===== src/design/pulsed_turn_drive_controller_defines.svh =====
// ----------------------------------------------------------------------------
// Pulsed turn drive controller assertion macros
// Shared concurrent assertion forms, clocked on i_clk, off during reset.
// ----------------------------------------------------------------------------
`ifndef PULSED_TURN_DRIVE_CONTROLLER_DEFINES_SVH
`define PULSED_TURN_DRIVE_CONTROLLER_DEFINES_SVH

// same-cycle implication
`define PTDC_ASSERT_NOW(label, ante, cons, msg) \
    label: assert property (@(posedge i_clk) disable iff (!i_rst_n) \
        (ante) |-> (cons)) else $error(msg);

// next-cycle implication
`define PTDC_ASSERT_NEXT(label, ante, cons, msg) \
    label: assert property (@(posedge i_clk) disable iff (!i_rst_n) \
        (ante) |=> (cons)) else $error(msg);

`endif


===== src/design/ptdc_pkg.sv =====
// ----------------------------------------------------------------------------
// ptdc_pkg
// Types, codes and helpers of the pulsed turn drive controller.
// ----------------------------------------------------------------------------
`default_nettype none

package ptdc_pkg;

    localparam int NumWheels = 4;

    typedef logic [1:0] t_dir;
    localparam t_dir DirZero = 2'b00;
    localparam t_dir DirPos  = 2'b01;
    localparam t_dir DirNeg  = 2'b11;

    typedef logic [2:0] t_cfg_idx;
    localparam t_cfg_idx CfgPeriod = 3'd0;
    localparam t_cfg_idx CfgDrive  = 3'd1;
    localparam t_cfg_idx CfgCoast  = 3'd2;
    localparam t_cfg_idx CfgLevel  = 3'd3;
    localparam t_cfg_idx CfgLimit  = 3'd4;

    // forward progress at or above this is past any budget
    localparam int FwdBits = 14;
    localparam logic [9:0] BudgetScale = 10'd1000;

    typedef struct packed {
        logic        [31:0] time_ms;
        logic signed [15:0] target_wheel0;
        logic signed [15:0] target_wheel1;
        logic signed [15:0] target_wheel2;
        logic signed [15:0] target_wheel3;
        logic signed [31:0] enc_wheel0;
        logic signed [31:0] enc_wheel1;
        logic signed [31:0] enc_wheel2;
        logic signed [31:0] enc_wheel3;
        logic        [3:0]  degraded_wheels;
    } t_in_item;

    typedef struct packed {
        logic signed [15:0] drive_wheel0;
        logic signed [15:0] drive_wheel1;
        logic signed [15:0] drive_wheel2;
        logic signed [15:0] drive_wheel3;
    } t_out_item;

    // products and flags one lane hands to the merge
    typedef struct packed {
        logic [23:0] elapsed_peak;
        logic [23:0] mag_drive;
        logic [23:0] fwd_scaled;
        logic [23:0] mag_period;
        logic        fwd_neg;
        logic        fwd_big;
    } t_lane_res;

    function automatic logic [15:0] mag_of(input logic signed [15:0] t);
        logic [15:0] m;
        m = t[15] ? 16'(-t) : 16'(t);
        return m;
    endfunction

    function automatic t_dir dir_of(input logic signed [15:0] t);
        t_dir d;
        if (t[15]) begin
            d = DirNeg;
        end else if (t != 16'sd0) begin
            d = DirPos;
        end else begin
            d = DirZero;
        end
        return d;
    endfunction

endpackage

`default_nettype wire


===== src/design/ptdc_lane.sv =====
// ----------------------------------------------------------------------------
// ptdc_lane
// One wheel: forms the width and budget comparisons as registered products.
// ----------------------------------------------------------------------------
`default_nettype none

module ptdc_lane (
    input  wire logic              i_clk,
    input  wire logic [15:0]       i_mag,
    input  wire ptdc_pkg::t_dir    i_dir,
    input  wire logic [31:0]       i_cnt,
    input  wire logic [31:0]       i_snap,
    input  wire logic [7:0]        i_elapsed,
    input  wire logic [15:0]       i_peak,
    input  wire logic [7:0]        i_drive_ms,
    input  wire logic [7:0]        i_period_ms,
    output ptdc_pkg::t_lane_res    o_res
);

    logic [31:0]        delta;
    logic signed [32:0] fwd;
    ptdc_pkg::t_lane_res r_res;

    always_comb begin
        delta = i_cnt - i_snap;
        unique case (i_dir)
            ptdc_pkg::DirPos: fwd = {delta[31], delta};
            ptdc_pkg::DirNeg: fwd = 33'sd0 - {delta[31], delta};
            default:          fwd = 33'sd0;
        endcase
    end

    // elapsed >= ceil(a/b) is elapsed*b >= a, so no divider is needed
    always_ff @(posedge i_clk) begin
        r_res.elapsed_peak <= 24'(i_elapsed) * 24'(i_peak);
        r_res.mag_drive    <= 24'(i_mag) * 24'(i_drive_ms);
        r_res.mag_period   <= 24'(i_mag) * 24'(i_period_ms);
        r_res.fwd_scaled   <= 24'(fwd[ptdc_pkg::FwdBits-1:0]) * 24'(ptdc_pkg::BudgetScale);
        r_res.fwd_neg      <= fwd[32];
        r_res.fwd_big      <= !fwd[32] && (|fwd[31:ptdc_pkg::FwdBits]);
    end

    assign o_res = r_res;

endmodule

`default_nettype wire


===== config.mk =====
export PLATFORM = sky130hd
export DESIGN_NAME = ptdc_lane
export DESIGN_NICKNAME = d
export VERILOG_FILES = /design/src/design/pulsed_turn_drive_controller_defines.svh /design/src/design/ptdc_pkg.sv /design/src/design/ptdc_lane.sv
export SDC_FILE = /design/constraint.sdc
export NUM_CORES = 1
export LEC_CHECK = 0
export BUFFER_PORTS_ARGS = -buffer_cell sky130_fd_sc_hd__clkbuf_2
export CORE_MARGIN = 10
export CORE_UTILIZATION = 40
export DETAILED_ROUTE_END_ITERATION = 6
export MAX_ROUTING_LAYER = met4
export PLACE_DENSITY = 0.64
export SKIP_LAST_GASP = 1
export SLEW_MARGIN = 15
export SYNTH_ARGS = -nofsm -noshare
export SYNTH_HDL_FRONTEND = slang
export SYNTH_SLANG_ARGS = --single-unit

===== constraint.sdc =====
create_clock -name i_clk -period 12.1 [get_ports i_clk]
set_clock_uncertainty 0.15 [all_clocks]
set_input_delay 3.025 -clock i_clk [delete_from_list [all_inputs] [get_ports i_clk]]
set_output_delay 3.025 -clock i_clk [all_outputs]
set_load 0.02 [all_outputs]

==> results.md <==
* Number of buffers added to fix hold violations after cts at 0
* P_leak at 10.44 nW
* Final design utilization at 44.63%
* Number of failing hold endpoints at the final stage at 0
* Number of synthesized register bits at 95
* Total gr overflow at 0
* All-Layer GR Usage at 17.40%
* CP Data Required Time at 12.27 ns
* Clock net sink count at 95
* Count of synthesis-stage warnings from yosys at 0
* Count of filler cells inserted in the layout at 4673
* Slew at the pin closest to its max-slew limit at 1.108 ns
* CTS root buffer: clkbuf_16
* Met2 routed WL at 22590 um
* DRC errors left at 0
* Port Buffers at 217
* Distinct cell type count after synthesis at 92
* Routed length on met3 at 2204 um
* Final wirelength at 46130 um
* Area of all sequential standard cells at 0.001902 mm2
* CTS Buf Count at 9
* Horizontal extent of the die at 237.7 um
* Run status: finished clean
* Die height at 237.7 um
* Maximum fanout encountered on the critical timing path at 5
* Initial core utilization at 40.55%
* Total Neg Setup Slack at 0 ns
* Clock-pin slew on the worst setup and hold paths at 0.08 ns
* Critical path endpoint category: flop
* Top layer used by detailed routing: met4
* Data arrival at the endpoint of the critical path at 9.62 ns
* Detail-routed net length per standard cell at 15.52 um
* Area growth from synthesis to final layout at 10.06%
* Cells after Synth at 2189
* Number of flip-flops in the largest register at 95
* Die area at 0.05651 mm2
* VDD IR max at 0.1798 mV
* Nets at 2992
* RSZ-0062 raised after global routing: no
* Final min period at 9.448 ns
* Avg Inst Size Synth at 8.661 um2
* Synthesized area at 0.01896 mm2
* TritonCTS clock tree: done
* Period Utilization, post-route at 78.08%
* Number of nets with antenna violations after routing at 0
* Total setup violations reported at the end of the flow at 0
* Vias per Instance at 5.150
* Floorplan core area at 0.04675 mm2
* Largest net degree at the start of global routing at 27
* Number of antenna violations at the first check in global routing at 3
* Pwr Density at 198.2 mW/mm2
* Max-capacitance violation count at 0
* Footprint of the multi-input gates at 0.01534 mm2
* DRT Pass-1 Iters at 5
* Count of flip-flops with a built-in enable after synthesis at 0
* Post-synth top flop: dfxtp_1
* Setup repair bufs after CTS at 0
* Remaining max-slew budget at the tightest pin at 25.19%
* HPWL reported at the end of detailed placement at 38010 um
* Clock buffer depth at 2
* Share of the yosys chip area belonging to registers at 10.03%
* Wire length on met1 at 20560 um
* Maximum clock frequency at 105.8 MHz
* Row Count at 79
* H-tree Lvls at 3
* Layout cell share with drive strength beyond 1 at 11.43%
* Worst setup slack after placement at 2.187 ns
* Resized Gates After CTS at 0
* WS Path Type: input pin to flop
* Setup slack of the critical path after layout at 2.652 ns
* Max-slew violation total from the final report at 0
* Post-synth ARST share at 0%
* Global-route wire length before repair at 78970 um
* Vias in the first global route at 16130
* Top-level I/O count at 221
* Final weighted congestion of routability-driven global placement at 0.9210
* Worst hold-check path type: input pin to flop
* Total number of vias at 15310
* Startpoint types: input pin
* Initial DRC Count at 796
[final timing paths]
kind | slack (ns) | startpoint | endpoint | cells after the start
max | 2.65 | i_cnt[0] | o_res[48] | 26
min | 2.83 | i_peak[0] | o_res[74] | 2
[worst max-delay path: stages]
cell	delay, ns
clkbuf_2	0.08
inv_1	0.03
ha_1	0.22
fa_1	0.47
nand2b_1	0.22
a21oi_1	0.17
xor2_1	0.12
or3_1	0.35
or3_1	0.42
o31ai_1	0.29
xnor2_1	0.09
nand2_1	0.28
inv_1	0.11
ha_1	0.29
inv_1	0.05
fa_1	0.46
fa_1	0.52
fa_1	0.54
inv_1	0.04
ha_1	0.35
nor2b_1	0.16
o21a_1	0.19
o41ai_1	0.56
o2111ai_1	0.22
a21oi_1	0.20
xnor2_1	0.14
[layout make-up]
cell class / count / area share, %
Antenna cell: 3 / 0.03598
Clock buffer: 9 / 1.079
Clock inverter: 7 / 0.4197
Inverter: 389 / 6.998
Multi-Input combinational cell: 1645 / 73.51
Sequential cell: 95 / 9.114
Tap cell: 607 / 3.640
Timing Repair Buffer: 217 / 5.205
[stage by stage]
stage / area [um2] / hold slack, ns / std cells / total power (W)
after floorplan: 18970 / 2.997 / 2191 / 0.003089
after global placement: 20550 / 3.225 / 2953 / 0.003784
after detailed placement: 20550 / 3.222 / 2953 / 0.003840
after CTS: 20860 / 2.807 / 2969 / 0.004203
after global routing: 20870 / 2.837 / 2972 / 0.004676
final: 20870 / 2.831 / 2972 / 0.004136
[synth_stat cells (3+ instances only)]
| cell type | number | area [um2] |
|---|---|---|
| o32ai_1 | 3 | 26.28 |
| a31o_2 | 4 | 35.03 |
| a31oi_1 | 12 | 75.07 |
| clkbuf_1 | 51 | 191.4 |
| or3b_2 | 3 | 26.28 |
| o21a_1 | 16 | 120.1 |
| o21ai_0 | 67 | 335.3 |
| fa_1 | 299 | 5986 |
| nand3_1 | 27 | 135.1 |
| nand3b_1 | 7 | 52.55 |
| nor3_1 | 37 | 185.2 |
| buf_4 | 3 | 22.52 |
| or2_2 | 5 | 31.28 |
| nor4_1 | 10 | 62.56 |
| o311ai_0 | 3 | 26.28 |
| o211ai_1 | 8 | 60.06 |
| a21boi_0 | 7 | 52.55 |
| a21o_1 | 24 | 180.2 |
| nor2b_1 | 18 | 112.6 |
| nor2_1 | 86 | 322.8 |
| xnor2_1 | 69 | 604.3 |
| dfxtp_1 | 95 | 1902 |
| and3_1 | 11 | 68.82 |
| buf_2 | 5 | 25.02 |
| and4_1 | 3 | 26.28 |
| and2_1 | 212 | 1326 |
| o31a_1 | 4 | 35.03 |
| xor2_1 | 28 | 245.2 |
| a21oi_1 | 71 | 355.3 |
| o2111ai_1 | 7 | 61.31 |
| or3_1 | 11 | 68.82 |
| a211oi_1 | 13 | 97.59 |
| inv_1 | 388 | 1456 |
| a2111oi_0 | 3 | 26.28 |
| nand2_1 | 255 | 957.2 |
| o21bai_1 | 11 | 82.58 |
| o31ai_1 | 6 | 45.04 |
| ha_1 | 213 | 2665 |
| nand2b_1 | 16 | 100.1 |
| a211o_1 | 5 | 43.79 |
[kinds of logic (layout without fill, tap and decap cells)]
group                    count (synthesis)  after routing  share of synthesized area [%]
AND/OR/NAND/NOR                        726            726                          19.67
AO/OA/AOI/OAI                          303            303                          10.84
other                                    1              6                        0.01978
multiplexers                             4              4                         0.2244
buffers and inverters                  451            622                          9.107
adder cells (fa/ha/maj)                512            512                          45.63
XOR/XNOR                                97             97                          4.481
flip-flops                              95             95                          10.03
[routing by layer]
layer	GRT usage, %	up-vias
met3	2.626	45
met5	-	-
li1	-	7311
met4	5.108	0
met2	28.94	375
met1	21.58	7576
[cell usage in the layout, fill, tap and decap left out, drive strengths merged, types with 18 or more instances in the layout]
cell type,count
ha,213
xor2,28
dfxtp,95
a21o,24
nand2,255
clkbuf,226
and2,212
nand3,27
xnor2,69
nor3,39
o21ai,69
inv,391
nor2b,18
nor2,86
fa,299
a21oi,73
[power breakdown]
| group | switching [W] | total, W | internal, W |
|---|---|---|---|
| combinational | 0.00188 | 0.00327 | 0.00140 |
| sequential | 0.0000458 | 0.000547 | 0.000501 |
| clock | 0.000152 | 0.000317 | 0.000165 |
Note: power is estimated with default switching activity, not from simulation.
