`src/design/pulsed_turn_drive_controller_defines.svh`:
```
// ----------------------------------------------------------------------------
// Pulsed turn drive controller assertion macros
// Shared concurrent assertion forms, clocked on i_clk, off during reset.
// ----------------------------------------------------------------------------
`ifndef PULSED_TURN_DRIVE_CONTROLLER_DEFINES_SVH
`define PULSED_TURN_DRIVE_CONTROLLER_DEFINES_SVH

// same-cycle implication
`define PTDC_ASSERT_NOW(label, ante, cons, msg) \
    label: assert property (@(posedge i_clk) disable iff (!i_rst_n) \
        (ante) |-> (cons)) else $error(msg);

// next-cycle implication
`define PTDC_ASSERT_NEXT(label, ante, cons, msg) \
    label: assert property (@(posedge i_clk) disable iff (!i_rst_n) \
        (ante) |=> (cons)) else $error(msg);

`endif

```
`src/design/ptdc_pkg.sv`:
```
// ----------------------------------------------------------------------------
// ptdc_pkg
// Types, codes and helpers of the pulsed turn drive controller.
// ----------------------------------------------------------------------------
`default_nettype none

package ptdc_pkg;

    localparam int NumWheels = 4;

    typedef logic [1:0] t_dir;
    localparam t_dir DirZero = 2'b00;
    localparam t_dir DirPos  = 2'b01;
    localparam t_dir DirNeg  = 2'b11;

    typedef logic [2:0] t_cfg_idx;
    localparam t_cfg_idx CfgPeriod = 3'd0;
    localparam t_cfg_idx CfgDrive  = 3'd1;
    localparam t_cfg_idx CfgCoast  = 3'd2;
    localparam t_cfg_idx CfgLevel  = 3'd3;
    localparam t_cfg_idx CfgLimit  = 3'd4;

    // forward progress at or above this is past any budget
    localparam int FwdBits = 14;
    localparam logic [9:0] BudgetScale = 10'd1000;

    typedef struct packed {
        logic        [31:0] time_ms;
        logic signed [15:0] target_wheel0;
        logic signed [15:0] target_wheel1;
        logic signed [15:0] target_wheel2;
        logic signed [15:0] target_wheel3;
        logic signed [31:0] enc_wheel0;
        logic signed [31:0] enc_wheel1;
        logic signed [31:0] enc_wheel2;
        logic signed [31:0] enc_wheel3;
        logic        [3:0]  degraded_wheels;
    } t_in_item;

    typedef struct packed {
        logic signed [15:0] drive_wheel0;
        logic signed [15:0] drive_wheel1;
        logic signed [15:0] drive_wheel2;
        logic signed [15:0] drive_wheel3;
    } t_out_item;

    // products and flags one lane hands to the merge
    typedef struct packed {
        logic [23:0] elapsed_peak;
        logic [23:0] mag_drive;
        logic [23:0] fwd_scaled;
        logic [23:0] mag_period;
        logic        fwd_neg;
        logic        fwd_big;
    } t_lane_res;

    function automatic logic [15:0] mag_of(input logic signed [15:0] t);
        logic [15:0] m;
        m = t[15] ? 16'(-t) : 16'(t);
        return m;
    endfunction

    function automatic t_dir dir_of(input logic signed [15:0] t);
        t_dir d;
        if (t[15]) begin
            d = DirNeg;
        end else if (t != 16'sd0) begin
            d = DirPos;
        end else begin
            d = DirZero;
        end
        return d;
    endfunction

endpackage

`default_nettype wire

```
`src/design/ptdc_merge.sv`:
```
// ----------------------------------------------------------------------------
// ptdc_merge
// Combines the lane comparisons into the done mask and the drive levels.
// ----------------------------------------------------------------------------
`default_nettype none

module ptdc_merge (
    input  wire ptdc_pkg::t_lane_res i_res  [ptdc_pkg::NumWheels],
    input  wire ptdc_pkg::t_dir      i_dir  [ptdc_pkg::NumWheels],
    input  wire logic [ptdc_pkg::NumWheels-1:0] i_mag_nz,
    input  wire logic [ptdc_pkg::NumWheels-1:0] i_done,
    input  wire logic [ptdc_pkg::NumWheels-1:0] i_degraded,
    input  wire logic [14:0]         i_level,
    output logic [ptdc_pkg::NumWheels-1:0] o_done,
    output logic signed [15:0]       o_drive [ptdc_pkg::NumWheels]
);

    logic [ptdc_pkg::NumWheels-1:0] width_hit;
    logic [ptdc_pkg::NumWheels-1:0] budget_hit;

    always_comb begin
        for (int w = 0; w < ptdc_pkg::NumWheels; w++) begin
            width_hit[w]  = i_res[w].elapsed_peak >= i_res[w].mag_drive;
            budget_hit[w] = !i_degraded[w] && (i_res[w].fwd_big ||
                (!i_res[w].fwd_neg && i_res[w].fwd_scaled >= i_res[w].mag_period));
            o_done[w] = i_done[w] | width_hit[w] | budget_hit[w];
            o_drive[w] = 16'sd0;
            if (i_mag_nz[w] && !o_done[w]) begin
                o_drive[w] = (i_dir[w] == ptdc_pkg::DirNeg) ? -$signed({1'b0, i_level})
                                                           : $signed({1'b0, i_level});
            end
        end
    end

endmodule

`default_nettype wire

```
`config.mk`:
```
export PLATFORM = sky130hd
export DESIGN_NAME = ptdc_merge
export DESIGN_NICKNAME = d
export VERILOG_FILES = /design/src/design/pulsed_turn_drive_controller_defines.svh /design/src/design/ptdc_pkg.sv /design/src/design/ptdc_merge.sv
export SDC_FILE = /design/constraint.sdc
export NUM_CORES = 1
export LEC_CHECK = 0
export ABC_AREA = 1
export BUFFER_PORTS_ARGS = -buffer_cell sky130_fd_sc_hd__buf_2
export CAP_MARGIN = 10
export CORE_AREA = 4 4 192 194
export DETAILED_ROUTE_END_ITERATION = 8
export DIE_AREA = 0 0 196 198
export PLACE_DENSITY = 0.49
export REMOVE_ABC_BUFFERS = 1
export SYNTH_ARGS = -nofsm -noshare
export SYNTH_HDL_FRONTEND = slang
export SYNTH_SLANG_ARGS = --single-unit
```
`constraint.sdc`:
```
create_clock -name vclk -period 1.6
set_input_delay 0 -clock vclk [all_inputs]
set_output_delay 0 -clock vclk [all_outputs]
set_load 0.005 [all_outputs]
```
==> impl_metrics.csv, run 1 <==
group,metric,value,unit
outcome,status,"finished, violations left",
outcome,violations,"negative setup slack",
layout,fin_util,0.3633,
sta,tns,-2.240,ns
layout,drive_above_1_share,0.5562,
sta,rsz0062_at_grt,"yes",
placement,numPortBuffers,495,
layout,multiInputGateArea,7730,um^2
worst_setup_path,crit_start,"i_res[213]",
worst_setup_path,worstSetupPathType,"in2out",
sta,setup_slack,-0.1450,ns
power_and_ir_drop,peakVddDrop,0.1520,mV
logic_synthesis,synth.distinct_cells,28,
logic_synthesis,synth_area_leader_cell,"ha_1",
layout,seq_cell_count,0,
layout,fin_nets,2287,
worst_setup_path,max_stage_delay,0.32,ns
worst_setup_path,arrival,1.75,ns
sta,fin_crit_sh,1.091,
logic_synthesis,yosysSeqAreaShare,0,
sta,hold_viol_final,0,
grt,grt_pass1_wl,47.64,mm
min_path,min_path_type,"in2out",
worst_setup_path,cp_slowest_cell,"ha_1",
drt,vias,8876,
drt,drc,0,
logic_synthesis,syn_inst,1144,
logic_synthesis,syn_area_per_cell,5.696,um^2
layout,n_clock_buffer,0,
sta,layout_min_cycle_time,1.745,ns
sta,relSlewSlack,0.6403,
worst_setup_path,crit_top_cell,"nand2_1",
worst_setup_path,critPathRequiredTime,1.60,ns
worst_setup_path,startpoint_type,"input pin",
job,drv_cap,0,
worst_setup_path,cp-endpoint,"o_drive[45]",
drt,routed_wl,32.78,mm
die,core_area,35220,um^2
drt,firstDrtPassIters,4,
die,die_w,196,um
worst_setup_path,cp_max_fo,8,
sta,finalMaxSlewViolations,0,
layout,area_growth,96.39,%
grt,grt_start_max_net_pins,27,
worst_setup_path,end_kind,"primary output",
worst_setup_path,cp_top_family,"simple AND/OR/NAND/NOR gates",
grt,grt_use_total,0.1531,
drt,viasPerCell,4.169,
die,rows,69,
grt,antenna_found_initial,5,
worst_setup_path,path_cells,"buf_2 -> inv_1 -> ha_1 -> a21o_1 -> nor2_1 -> nand2_1 -> nand2_1 -> nand3_2 -> nand2_1 -> nand2_1 -> nand2_2 -> nand3_4 -> buf_12 -> buf_12 -> nor2_4 -> buf_2",
worst_setup_path,path_buf_inv,5,
sta,fmax,573.1,MHz
logic_synthesis,mappedNetlistArea,6516,um^2
logic_synthesis,synth_area_leaders,"ha_1 (37%), nand2_1 (16%), inv_1 (16%)",
die,dieArea,38810,um^2
sta,worst_pin_slew,0.5339,ns
power_and_ir_drop,powerDensity,253.6,nW/um^2
die,die_h,198,um
drt,drt_iter0_markers,135,
placement,place_hpwl,27.49,mm
layout,nFillCells,3748,
die,io_pins,495,
grt,grt_pass1_vias,9276,
sta,setup_viol_count_final,46,
placement,gp_congestion,0.8811,
drt,ant_nets,0,
drt,routedWlPerCell,15.40,um
logic_synthesis,ys_top_cells_by_count,"nand2_1 (282), inv_1 (274), ha_1 (193), nor2_1 (128), a21oi_1 (80)",
logic_synthesis,synth.most_common_cell,"nand2_1",
logic_synthesis,yosysWarnings,0,
layout,layout.area.seq,0,um^2
worst_setup_path,worst-path-stages,16,
logic_synthesis,yosysTopAreaCellShare,0.3706,
die,start_util,0.1850,
power_and_ir_drop,p_leak,6.748,nW
grt,grt-ovfl-total,0,
worst min path at each step:
stage,startpoint,end,slack [ns],cells past startpoint
global placement,i_done[0],o_done[0],0.32,4
floorplan,i_done[0],o_done[0],0.11,2
finish,i_done[0],o_done[0],0.30,4
global route,i_done[0],o_done[0],0.32,4
detailed placement,i_done[0],o_done[0],0.32,4
CTS,i_done[0],o_done[0],0.31,4
layout make-up:
class / count / area share
multi-input combinational: 849 / 0.6040
antenna: 3 / 0.0005866
tap: 461 / 0.04507
inverter: 281 / 0.08653
timing repair buffer: 535 / 0.2638
cells in the final DEF, fill, tap and decap left out, types with 45 or more instances in the layout:
| master | Yosys | routed |
|---|---|---|
| a21oi_1 | 80 | 45 |
| buf_2 | 9 | 422 |
| buf_6 | 0 | 76 |
| ha_1 | 193 | 75 |
| ha_4 | 0 | 116 |
| inv_1 | 274 | 196 |
| inv_2 | 3 | 61 |
| nand2_1 | 282 | 232 |
| nand2_2 | 5 | 47 |
| nor2_1 | 128 | 49 |
| nor2_4 | 2 | 58 |
| o21ai_0 | 58 | 46 |
power breakdown:
part / switching [mW] / internal, mW / total (mW)
clock: 0 / 0.000000251 / 0.000000251
combinational: 1.63 / 1.62 / 3.25
sequential: 0 / 0 / 0
total: 1.63 / 1.62 / 3.25
metal layers:
metal,vias up,track usage,share of wire
li1,4649,-,-
met1,3866,0.1529,0.35
met2,335,0.3285,0.57
met3,22,0.03097,0.073
met4,4,0.01784,0.0098
met5,-,0,0.0010
worst min-delay path: stages:
cell and delay [ns]:
buf_2 0.10, nor2_4 0.05, nand2_2 0.06, buf_6 0.09
cell families after synthesis:
kind of cell	after synthesis	share of synthesized area
xor gates and xnor gates	8	0.01075
buffers and inverters	295	0.1745
and+or+nand+nor	482	0.3093
adders and majority gates	193	0.3706
AOI/OAI and AO/OA	166	0.1348
metrics by stage:
stage          hold slack [ns]  total power [mW]  instance area (um^2)  setup WS [ns]  std cells
2_1_floorplan           0.1069             1.152                  6434         0.2821       1130
3_3_place_gp            0.3154             2.206                  9761        -0.4483       2114
3_5_place_dp            0.3175             2.234                  9761        -0.4341       2114
4_1_cts                 0.3139             2.908                 11890        -0.2295       2123
5_1_grt                 0.3182             3.637                 12790        -0.3236       2128
6_report                0.3019             3.245                 12800        -0.1450       2129
repair_timing:
item,4_1_cts,5_1_grt
gates resized for setup,360,213
pin swaps,212,123
buffers inserted,6,7
cloned,3,0
hold buffers,0,0
endpoints found under the hold margin,0,0
endpoints found under the setup margin,66,68
(Power assumes the default switching activity.)
==> inputs of run 2 (changes only) <==
--- a/config.mk
+++ b/config.mk
@@ -8,9 +8,9 @@
 export ABC_AREA = 1
 export BUFFER_PORTS_ARGS = -buffer_cell sky130_fd_sc_hd__buf_2
 export CAP_MARGIN = 10
-export CORE_AREA = 4 4 192 194
+export CORE_AREA = 2 2 190 192
 export DETAILED_ROUTE_END_ITERATION = 8
-export DIE_AREA = 0 0 196 198
+export DIE_AREA = 0 0 192 194
 export PLACE_DENSITY = 0.49
 export REMOVE_ABC_BUFFERS = 1
 export SYNTH_ARGS = -nofsm -noshare
==> run 2 against run 1 <==
Net effect:
- the run still ends with negative setup slack left
- core utilization grew 0.45 points
- via count grew 2.1%
- largest power group unchanged
- die area shrank 4.0%
- highest routed layer unchanged
- wire length shrank 3.8%
- global-route usage is essentially flat
- first-iteration DRC count shrank 5.2%
- combinational power grew 2%
- cell count grew 0.28%
- fmax grew 0.17%
- sequential share of layout area is the same
- cell area grew 1.3%
- worst hold slack gained 0.072 ns
==> impl_metrics.csv, run 2 (synthesis gave the netlist of run 1 again) <==
group,metric,value,unit
outcome,status,"finished, violations left",
outcome,violations,"negative setup slack",
placement,dpl_cell_area,9806,um^2
drt,drc,0,
die,io_pins,495,
grt,grt-ovfl-total,0,
grt,grt_pass1_wl,44.97,mm
sta,worst_pin_slew,0.4015,ns
worst_setup_path,end_kind,"primary output",
layout,seq_cell_count,0,
die,start_util,0.1850,
sta,fmax,574.0,MHz
worst_setup_path,path_cells,"buf_2 -> inv_1 -> ha_1 -> nand4_1 -> nor2_1 -> and2_1 -> nand2_1 -> nand4_1 -> nor2_2 -> nand3_4 -> buf_12 -> buf_12 -> nor2_4 -> buf_2",
sta,fin_crit_sh,1.089,
worst_setup_path,cp-endpoint,"o_drive[29]",
worst_setup_path,path_buf_inv,5,
layout,fin_nets,2293,
sta,rsz0062_at_grt,"yes",
placement,dp.cells,2120,
drt,vias,9059,
placement,place_hpwl,26.23,mm
layout,area_growth,98.85,%
grt,antenna_found_initial,6,
worst_setup_path,worst-path-stages,14,
worst_setup_path,worstSetupPathType,"in2out",
layout,drive_above_1_share,0.5685,
sta,hold_ws,0.3736,ns
sta,setup_viol_count_final,64,
clocking,postCtsHoldBufs,0,
worst_setup_path,crit_start,"i_res[161]",
layout,layout.area.seq,0,um^2
worst_setup_path,arrival,1.74,ns
layout,nFillCells,3752,
worst_setup_path,critPathRequiredTime,1.60,ns
power_and_ir_drop,power.total,3.302,mW
job,drv_cap,0,
placement,gp_congestion,0.8588,
layout,fin_util,0.3679,
sta,tns,-4.216,ns
min_path,min_path_type,"in2out",
layout,mostFrequentLayoutCells,"buf_2 (421), nand2_1 (239), inv_1 (182)",
worst_setup_path,max_stage_delay,0.31,ns
layout,fin_area,12960,um^2
worst_setup_path,startpoint_type,"input pin",
die,dieArea,37250,um^2
placement,numPortBuffers,495,
die,rows,69,
worst_setup_path,cp_top_family,"simple AND/OR/NAND/NOR gates",
placement,dp_slack,-0.6315,ns
drt,ant_nets,0,
sta,relSlewSlack,0.7295,
worst_setup_path,cp_slowest_cell,"ha_1",
layout,stdcell_count,2135,
die,core_area,35220,um^2
drt,routed_wl,31.52,mm
grt,grt_start_max_net_pins,27,
sta,setup_slack,-0.1421,ns
die,die_h,194,um
drt,firstDrtPassIters,4,
layout,n_clock_buffer,0,
drt,drt_iter0_markers,128,
sta,layout_min_cycle_time,1.742,ns
worst_setup_path,cp_max_fo,6,
sta,hold_viol_final,0,
layout,final_common_cell,"buf_2",
grt,grt_use_total,0.1527,
power_and_ir_drop,p_leak,6.796,nW
power_and_ir_drop,powerDensity,254.9,nW/um^2
drt,viasPerCell,4.243,
die,die_w,192,um
grt,grt_pass1_vias,9292,
drt,routedWlPerCell,14.76,um
power_and_ir_drop,peakVddDrop,0.1286,mV
sta,finalMaxSlewViolations,0,
layout,multiInputGateArea,7806,um^2
-- run 2: metal layers --
layer / track usage / part of all wire / vias to the layer above
met5: 0 / 0.0018 / -
met3: 0.02824 / 0.075 / 40
met2: 0.3312 / 0.56 / 343
met1: 0.1411 / 0.34 / 4010
met4: 0.03223 / 0.019 / 8
li1: - / - / 4658
-- run 2: worst min-delay path, stage by stage --
cell	delay, ns
buf_2	0.07
inv_1	0.05
nand2_4	0.08
nand2_1	0.05
buf_2	0.12
-- run 2: report_power, final --
| part | internal, mW | switching [mW] |
|---|---|---|
| registers | 0 | 0 |
| clock network | 0.000000251 | 0 |
| logic | 1.66 | 1.65 |
-- run 2: worst min path at each step --
stage	from	to	depth (start not counted)
detailed placement	i_degraded[2]	o_done[2]	5
CTS	i_degraded[2]	o_done[2]	5
global placement	i_degraded[2]	o_done[2]	5
finish	i_degraded[2]	o_done[2]	5
global route	i_degraded[2]	o_done[2]	5
floorplan	i_done[0]	o_done[0]	2
-- run 2: final cells by class --
class              instances  area share
diodes                     3   0.0005794
inverters                281     0.08507
multi-input cells        849      0.6025
well taps                461     0.04452
repair buffers           541      0.2674
-- run 2: what timing repair did --
| item | in CTS | in global routing |
|---|---|---|
| pin swaps | 197 | 151 |
| setup buffers | 6 | 3 |
| gates cloned | 4 | 0 |
| resized for setup | 348 | 244 |
| setup endpoints to repair | 65 | 68 |
==> inputs of run 3 (changes only) <==
--- a/config.mk
+++ b/config.mk
@@ -8,10 +8,10 @@
 export ABC_AREA = 1
 export BUFFER_PORTS_ARGS = -buffer_cell sky130_fd_sc_hd__buf_2
 export CAP_MARGIN = 10
-export CORE_AREA = 2 2 190 192
+export CORE_AREA = 2 2 193 195
 export DETAILED_ROUTE_END_ITERATION = 8
-export DIE_AREA = 0 0 192 194
-export PLACE_DENSITY = 0.49
+export DIE_AREA = 0 0 195 197
+export PLACE_DENSITY = 0.5
 export REMOVE_ABC_BUFFERS = 1
 export SYNTH_ARGS = -nofsm -noshare
 export SYNTH_HDL_FRONTEND = slang
==> constraint.sdc (replaced) <==
create_clock -name vclk -period 1.55
set_input_delay 0 -clock vclk [all_inputs]
set_output_delay 0 -clock vclk [all_outputs]
set_load 0.005 [all_outputs]
==> run 3 against run 2 <==
Net effect:
- the run still ends with negative setup slack left
- via count rose by 0.35%
- count of clock-buffer cells in the layout did not move
- worst hold slack got worse by 0.061 ns
- combinational power rose by 5%
- global-route usage rose by 0.64 points
- non-clock buffer count rose by 12
- critical path depth fell by 1
- die area rose by 3.1%
- critical endpoint is now o_drive[52]
- largest power group unchanged
==> impl_metrics.csv, run 3 (synthesis gave the netlist of run 1 again) <==
group,metric,value,unit
worst_setup_path,cp_max_fo,5,
layout,nFillCells,3813,
sta,fmax,576.2,MHz
drt,firstDrtPassIters,5,
drt,vias,9091,
grt,grt_pass1_vias,9310,
worst_setup_path,max_stage_delay,0.21,ns
placement,numPortBuffers,495,
grt,grt_pass1_wl,47.96,mm
worst_setup_path,critPathRequiredTime,1.55,ns
drt,wl_met2,18.03,mm
layout,mostFrequentLayoutCells,"buf_2 (433), nand2_1 (237), inv_1 (164)",
grt,antenna_found_initial,7,
worst_setup_path,cp_top_family,"buffers and inverters",
layout,multiInputGateArea,7908,um^2
worst_setup_path,path_buf_inv,5,
min_path,min_path_type,"in2out",
sta,finalMaxSlewViolations,0,
placement,dpl_cell_area,9930,um^2
drt,routedWlPerCell,15.44,um
sta,rsz0062_at_grt,"yes",
sta,hold_viol_final,0,
sta,relSlewSlack,0.6062,
layout,final_common_cell,"buf_2",
drt,ant_nets,0,
power_and_ir_drop,power.total,3.465,mW
power_and_ir_drop,powerDensity,264.0,nW/um^2
die,start_util,0.1797,
grt,grt-ovfl-total,0,
job,drv_cap,0,
power_and_ir_drop,peakVddDrop,0.1120,mV
layout,layout.area.seq,0,um^2
worst_setup_path,path_cells,"buf_2 -> inv_2 -> ha_4 -> a21oi_2 -> o21ai_1 -> a21oi_2 -> nand4_1 -> nor2_2 -> nand3_4 -> buf_12 -> buf_12 -> nor2_4 -> buf_2",
layout,drive_above_1_share,0.5841,
drt,drc,0,
die,die_h,197,um
layout,fin_area,13120,um^2
grt,grt_use_total,0.1591,
placement,dp.cells,2139,
worst_setup_path,startpoint_type,"input pin",
min_path,hold_end,"o_done[2]",
power_and_ir_drop,p_leak,6.786,nW
grt,grt_start_max_net_pins,27,
sta,setup_slack,-0.1857,ns
drt,viasPerCell,4.219,
drt,routed.top_layer,"met5",
sta,worst_pin_slew,0.5845,ns
die,io_pins,495,
die,rows,70,
layout,fin_nets,2305,
placement,dp_slack,-0.3838,ns
sta,layout_min_cycle_time,1.736,ns
drt,wl_met1,12.11,mm
die,dieArea,38420,um^2
placement,place_hpwl,27.52,mm
layout,stdcell_count,2155,
drt,drt_iter0_markers,168,
clocking,postCtsHoldBufs,0,
drt,wl_met3,2.285,mm
worst_setup_path,cp_slowest_cell,"ha_4",
worst_setup_path,worstSetupPathType,"in2out",
min_path,hold_depth,4,
drt,routed_wl,33.27,mm
layout,fin_util,0.3619,
worst_setup_path,end_kind,"primary output",
die,core_area,36260,um^2
worst_setup_path,arrival,1.74,ns
layout,seq_cell_count,0,
sta,fin_crit_sh,1.120,
min_path,hp-start,"i_done[2]",
die,die_w,195,um
sta,setup_viol_count_final,66,
layout,area_growth,101.4,%
layout,n_clock_buffer,0,
placement,gp_congestion,0.8606,
outcome,violations,"negative setup slack",
outcome,status,"finished, violations left",
run 3: worst max-delay path by stage:
stage,endpoint,slack (ns),depth (start not counted),from
2_1_floorplan,o_drive[32],0.23,12,i_res[269]
3_3_place_gp,o_drive[20],-0.33,16,i_res[113]
3_5_place_dp,o_drive[20],-0.38,16,i_res[113]
4_1_cts,o_drive[48],-0.19,14,i_res[349]
5_1_grt,o_drive[52],-0.32,19,i_res[305]
6_report,o_drive[52],-0.19,13,i_res[363]
run 3: where the power goes:
group	leakage [nW]	total (mW)	switching, mW	internal [mW]
combinational	6.79	3.46	1.74	1.72
sequential	0	0	0	0
clock	0.0000254	0.000000346	0	0.000000346
total	6.79	3.46	1.74	1.72
run 3: layout make-up:
cell class         count  share of cell area
multi-input cells    849              0.6027
repair buffers       553              0.2685
inverters            281             0.08344
well taps            468             0.04463
diodes                 4           0.0007629
run 3: repair_timing:
item | CTS | global route
gates cloned | 4 | 0
setup endpoints to repair | 65 | 67
resized for setup | 359 | 250
buffers inserted | 5 | 5
pin swaps | 103 | 144
run 3: per-stage QoR:
stage | TNS (ns) | hold slack, ns
3_3_place_gp | -13.71 | 0.3238
3_5_place_dp | -14.31 | 0.3243
6_report | -6.523 | 0.3121
4_1_cts | -8.309 | 0.3278
2_1_floorplan | 0 | 0.1069
5_1_grt | -15.85 | 0.3397
run 3: per-layer routing:
layer | track usage | up-vias
met5 | 0 | -
met4 | 0.02262 | 4
met3 | 0.03166 | 50
met2 | 0.3348 | 342
met1 | 0.1617 | 4005
li1 | - | 4690
